[config.mk]
export PLATFORM = sky130hd
export DESIGN_NAME = lphj_front
export DESIGN_NICKNAME = d
export VERILOG_FILES = /design/src/hdl/lphj_pkg.sv /design/src/hdl/lphj_front.sv
export SDC_FILE = /design/constraint.sdc
export NUM_CORES = 2
export LEC_CHECK = 0
export ABC_AREA = 0
export BUFFER_PORTS_ARGS = -buffer_cell sky130_fd_sc_hd__buf_4
export CORE_MARGIN = 4
export CORE_UTILIZATION = 38
export DETAILED_ROUTE_END_ITERATION = 8
export PLACE_DENSITY = 0.58
export SLEW_MARGIN = 20
export SYNTH_ARGS = -nofsm -noshare
export SYNTH_HDL_FRONTEND = slang
export SYNTH_SLANG_ARGS = --single-unit
[constraint.sdc]
create_clock -name clk_i -period 7.79 [get_ports clk_i]
set_input_delay 0.779 -clock clk_i [delete_from_list [all_inputs] [get_ports clk_i]]
set_output_delay 0.779 -clock clk_i [all_outputs]
set_load 0.005 [all_outputs]
[src/hdl/lphj_pkg.sv]
// Shared types and constants for the linear probe hash join table.
// Used by the front end, the back end and the top level. No dependencies.
`default_nettype none
package lphj_pkg;
  localparam logic [1:0] KIND_CLEAR  = 2'd0;
  localparam logic [1:0] KIND_INSERT = 2'd1;
  localparam logic [1:0] KIND_PROBE  = 2'd2;

  localparam logic [2:0] ST_OK       = 3'd0;
  localparam logic [2:0] ST_MATCH    = 3'd1;
  localparam logic [2:0] ST_NO_MATCH = 3'd2;
  localparam logic [2:0] ST_FULL     = 3'd3;
  localparam logic [2:0] ST_RESERVED = 3'd4;

  localparam logic [31:0] EMPTY_MARK = 32'h8000_0000;
  localparam logic [31:0] MIX_C1     = 32'h85eb_ca6b;
  localparam logic [31:0] MIX_C2     = 32'hc2b2_ae35;
  localparam int unsigned MIN_BITS   = 4;

  typedef struct packed {
    logic [1:0]  kind;
    logic [31:0] key;
    logic [31:0] row;
    logic [31:0] hash;
  } job_t;
endpackage
`default_nettype wire

[src/hdl/lphj_front.sv]
// Front end: accepts items, drops kind three, computes the murmur3 finalizer
// in a short pipeline and pushes jobs into a two-entry queue. Uses lphj_pkg.
`default_nettype none
module lphj_front (
  input  wire logic           clk_i,
  input  wire logic           rst_ni,
  input  wire logic           in_valid,
  output logic                in_ready,
  input  wire logic [1:0]     kind_i,
  input  wire logic [31:0]    key_i,
  input  wire logic [31:0]    row_index_i,
  output logic                job_valid_o,
  input  wire logic           job_ready_i,
  output lphj_pkg::job_t      job_o,
  output logic                busy_o
);
  logic [2:0] v_q, v_d;
  logic [1:0] k_q [3];
  logic [31:0] key_q [3];
  logic [31:0] row_q [3];
  logic [31:0] h_q [3];
  logic [31:0] h0, h1, h2;
  lphj_pkg::job_t fifo_q [2];
  logic [1:0] cnt_q;
  logic       rd_q, wr_q;
  logic       push, pop;

  assign h0 = key_i ^ (key_i >> 16);
  assign h1 = h_q[0] * lphj_pkg::MIX_C1;
  assign h2 = (h_q[1] ^ (h_q[1] >> 13)) * lphj_pkg::MIX_C2;

  // Input is accepted only when the queue has room for everything in flight plus the new item.
  assign in_ready = (32'(cnt_q) + 32'($countones(v_q))) < 32'd2;
  assign push     = v_q[2];
  assign pop      = job_valid_o && job_ready_i;
  assign job_valid_o = cnt_q != 2'd0;
  assign job_o    = fifo_q[rd_q];
  assign busy_o   = (v_q != 3'd0) || (cnt_q != 2'd0);

  always_comb begin
    v_d = {v_q[1:0], in_valid && in_ready && (kind_i != 2'd3)};
  end

  always_ff @(posedge clk_i or negedge rst_ni) begin
    if (!rst_ni) begin
      v_q   <= '0;
      cnt_q <= '0;
      rd_q  <= 1'b0;
      wr_q  <= 1'b0;
    end else begin
      v_q <= v_d;
      if (push) wr_q <= ~wr_q;
      if (pop) rd_q <= ~rd_q;
      cnt_q <= cnt_q + {1'b0, push} - {1'b0, pop};
    end
  end

  always_ff @(posedge clk_i) begin
    k_q[0] <= kind_i; key_q[0] <= key_i; row_q[0] <= row_index_i; h_q[0] <= h0;
    k_q[1] <= k_q[0]; key_q[1] <= key_q[0]; row_q[1] <= row_q[0]; h_q[1] <= h1;
    k_q[2] <= k_q[1]; key_q[2] <= key_q[1]; row_q[2] <= row_q[1]; h_q[2] <= h2;
    if (push) begin
      fifo_q[wr_q] <= '{kind: k_q[2], key: key_q[2], row: row_q[2],
                        hash: h_q[2] ^ (h_q[2] >> 16)};
    end
  end
endmodule
`default_nettype wire

==> impl_metrics.xml <==
<?xml version="1.0" encoding="UTF-8"?>
<metrics>
  <group name="drt">
    <metric name="avgViaCountPerCell" unit="">4.559</metric>
    <metric name="first_pass_iteration_count_of_the_detailed_router" unit="">5</metric>
    <metric name="detailroute.via_count" unit="">17170</metric>
    <metric name="route.detailed.drc" unit="">0</metric>
    <metric name="drt.antenna.violating_nets" unit="">0</metric>
    <metric name="post_drt_wl_per_cell" unit="µm">19.67</metric>
    <metric name="drt_first_iter_violations" unit="">681</metric>
    <metric name="drt_wirelength" unit="µm">74090</metric>
  </group>
  <group name="logic_synthesis">
    <metric name="synth.lib_cells_used.distinct" unit="">60</metric>
    <metric name="syn-num-nets" unit="">3268</metric>
    <metric name="ys_top_cells_by_count" unit="">sky130_fd_sc_hd__inv_1, sky130_fd_sc_hd__fa_1, sky130_fd_sc_hd__ha_1</metric>
    <metric name="prevailing_post_synth_register_cell" unit="">sky130_fd_sc_hd__dfxtp_1</metric>
    <metric name="synth.most_common_cell" unit="">sky130_fd_sc_hd__inv_1</metric>
    <metric name="ys_seq_area_share" unit="%">37.64</metric>
    <metric name="number_of_enable_type_register_cells_in_the_synthesized_netlist" unit="">196</metric>
    <metric name="ys_async_sr_fraction" unit="%">1.455</metric>
    <metric name="yosys_register_bits" unit="">481</metric>
    <metric name="post-synth-top-area-cell" unit="">sky130_fd_sc_hd__fa_1</metric>
    <metric name="synth_top_area_share" unit="%">25.54</metric>
    <metric name="netlist_instances" unit="">2430</metric>
    <metric name="synth.area.top_cells" unit="">sky130_fd_sc_hd__fa_1, sky130_fd_sc_hd__edfxtp_1, sky130_fd_sc_hd__dfxtp_1</metric>
    <metric name="mappedNetlistArea" unit="µm²">30890</metric>
    <metric name="avg_synthesized_cell_area" unit="µm²">12.71</metric>
    <metric name="synth.yosys.warnings" unit="">0</metric>
  </group>
  <group name="min_path">
    <metric name="hp-class" unit="">input port to flip-flop</metric>
  </group>
  <group name="clock_network">
    <metric name="clock_h_tree_levels" unit="">2</metric>
    <metric name="clkTransAtPathRegs" unit="ns">0.06</metric>
    <metric name="tritoncts_clock_tree" unit="">done</metric>
    <metric name="cts-buffers-inserted" unit="">51</metric>
    <metric name="clock_sinks" unit="">481</metric>
    <metric name="max-clock-path-buffers" unit="">3</metric>
    <metric name="setup_fix_buffers_added_after_clock_tree_synthesis" unit="">0</metric>
    <metric name="clock_tree.root_cell" unit="">sky130_fd_sc_hd__clkbuf_16</metric>
    <metric name="worst_skew_pair.late_latency" unit="ns">0.61</metric>
  </group>
  <group name="cells_and_area">
    <metric name="finalNetCount" unit="">3501</metric>
    <metric name="antennaDiodeCount" unit="">0</metric>
    <metric name="drive_gt1_share" unit="%">14.75</metric>
    <metric name="synth_to_final_area_change" unit="%">14.85</metric>
  </group>
  <group name="placement">
    <metric name="gp_routability_congestion" unit="">0.9247</metric>
    <metric name="place.port_buffers" unit="">170</metric>
    <metric name="dp_hpwl" unit="µm">62700</metric>
  </group>
  <group name="global_routing">
    <metric name="grt_pass1_vias" unit="">19450</metric>
    <metric name="antenna_found_initial" unit="">1</metric>
    <metric name="grt_max_degree" unit="">64</metric>
    <metric name="track_usage" unit="%">17.51</metric>
    <metric name="grt-ovfl-total" unit="">0</metric>
    <metric name="global_route_wire_length_before_repair" unit="µm">114900</metric>
  </group>
  <group name="timing">
    <metric name="final_period_minus_worst_setup_slack" unit="ns">7.014</metric>
    <metric name="rsz_0062_raised_after_global_routing" unit="">false</metric>
    <metric name="slew_headroom" unit="%">38.77</metric>
    <metric name="slew_viol_final" unit="">0</metric>
    <metric name="worst_clock_skew" unit="ns">0.04499</metric>
    <metric name="final_hold_vios" unit="">0</metric>
    <metric name="setup_tns" unit="ns">0</metric>
    <metric name="final-setup-viol-count" unit="">0</metric>
    <metric name="post-route-period-util" unit="%">90.04</metric>
    <metric name="peak_clock_frequency_supported_by_timing" unit="GHz">0.1426</metric>
    <metric name="max_slew.worst_pin.slew" unit="ns">0.9185</metric>
  </group>
  <group name="die">
    <metric name="fp.dieArea" unit="µm²">85910</metric>
    <metric name="die_h" unit="µm">293.1</metric>
    <metric name="start_util" unit="%">38.35</metric>
    <metric name="std_cell_rows" unit="">104</metric>
    <metric name="floorplan.die.width" unit="µm">293.1</metric>
    <metric name="area_of_the_core" unit="µm²">80550</metric>
    <metric name="io_pins" unit="">171</metric>
  </group>
  <group name="setup_path">
    <metric name="arrival" unit="ns">7.50</metric>
    <metric name="critical_path.endpoint_type" unit="">flip-flop</metric>
    <metric name="cp.required" unit="ns">8.28</metric>
    <metric name="critPathKind" unit="">flip-flop to flip-flop</metric>
    <metric name="critical-path-slowest-cell" unit="">sky130_fd_sc_hd__fa_1</metric>
    <metric name="setup.worst_path.start_class" unit="">flip-flop</metric>
    <metric name="worst-path-max-fanout" unit="">5</metric>
    <metric name="crit_path_cell_trace" unit="">xnor2_1 -&gt; inv_1 -&gt; ha_1 -&gt; ha_1 -&gt; fa_1 -&gt; inv_1 -&gt; fa_1 -&gt; fa_1 -&gt; fa_1 -&gt; inv_1 -&gt; fa_1 -&gt; inv_1 -&gt; fa_1 -&gt; inv_1 -&gt; ha_1 -&gt; a21o_1 -&gt; a221o_1 -&gt; a21oi_1 -&gt; o31ai_1 -&gt; a311oi_2 -&gt; o21ai_1 -&gt; a31oi_1 -&gt; xnor2_1</metric>
    <metric name="critical_path.max_stage_delay" unit="ns">0.55</metric>
    <metric name="timing.critical_path.mode_cell" unit="">sky130_fd_sc_hd__fa_1</metric>
  </group>
  <group name="flow_run">
    <metric name="max_cap_violations" unit="">0</metric>
  </group>
  <group name="run_status">
    <metric name="outcome" unit="">complete, no violations</metric>
  </group>
</metrics>
==> state kept, by name (all words and copies together) (netlist names) <==
| register | count |
|---|---|
| h_q | 96 |
| cnt_q | 2 |
| rd_q | 1 |
| k_q | 6 |
| wr_q | 1 |
| key_q | 80 |
| row_q | 96 |
| v_q | 3 |
| fifo_q | 196 |
==> critical path: cells and delay by family (launching register included) <==
| kind | cells | cell delay, ns |
|---|---|---|
| buf+inv | 5 | 0.38 |
| flops | 1 | 0.38 |
| fa+ha+maj | 9 | 3.96 |
| compound gates | 7 | 1.72 |
| xor+xnor | 2 | 0.48 |
==> kinds of logic (layout without fill, tap and decap cells) <==
logic type | count (synthesis) | in the layout | share of synthesized area (%)
flops | 481 | 481 | 37.64
simple gates | 121 | 121 | 1.961
mux | 99 | 99 | 3.605
compound gates | 157 | 157 | 3.565
fa+ha+maj | 768 | 768 | 40.69
xor+xnor | 171 | 171 | 4.849
buf+inv | 633 | 909 | 7.693
==> cells in the final DEF, fill, tap and decap left out, drive strengths merged, types with 20 or more instances in the layout <==
cell type  netlist  final
a21o            20     20
a21oi           42     42
buf              1    193
clkbuf          13     69
dfxtp          278    278
edfxtp         196    196
fa             394    394
ha             374    374
inv            619    624
mux2            98     98
nor2            32     32
o21ai           24     24
xnor2          106    106
xor2            65     65
==> per-stage QoR <==
step           setup slack, ns  instances  util [%]  hold slack (ns)  cell area (µm²)
6_report                0.7758       3766     44.04           0.2691            35470
5_1_grt                 0.4572       3766     44.04           0.2304            35470
4_1_cts                 0.7300       3766     44.04           0.2287            35470
3_5_place_dp            0.7017       3669     41.74           0.3121            33620
3_3_place_gp            0.7922       3669     41.74           0.3102            33620
2_1_floorplan            1.151       2430         -           0.3096            30890
==> path summary, 6_finish.rpt <==
check | startpoint | to | slack (ns) | depth (start not counted)
worst max-delay path | h_q[0][58] | h_q[0][95] | 0.78 | 23
worst min-delay path | row_index_i[25] | row_q[0][25] | 0.27 | 1
worst max register to register | h_q[0][58] | h_q[0][95] | 0.78 | 23
worst min register to register | key_q[0][33] | key_q[0][65] | 0.29 | 0
max in group asynchronous | rst_ni | rd_q | 7.06 | 2
min in group asynchronous | rst_ni | v_q[1] | 0.59 | 2
==> final cells by class <==
cell class	count	area, µm²
Fill cell	7478	45070
Multi-Input combinational cell	1316	16900
Sequential cell	481	11630
Inverter	619	2323
Clock buffer	69	1506
Timing Repair Buffer	194	1459
Tap cell	1060	1326
Clock inverter	27	332.8
==> per-layer routing <==
| layer | track usage [%] | up-vias | part of all wire [%] |
|---|---|---|---|
| met2 | 30.36 | 249 | 49 |
| met5 | 0 | - | 0 |
| met1 | 23.22 | 8675 | 45 |
| met3 | 2.207 | 95 | 3.0 |
| met4 | 4.834 | 0 | 2.9 |
| li1 | - | 8151 | - |
==> timing repair <==
item	CTS	global route
gates resized for setup	0	0
endpoints found under the hold margin	7	0
hold buffers	1	0
Power is not shown: default switching activity piles up to over one toggle a cycle in this logic, so the estimate is an artifact.
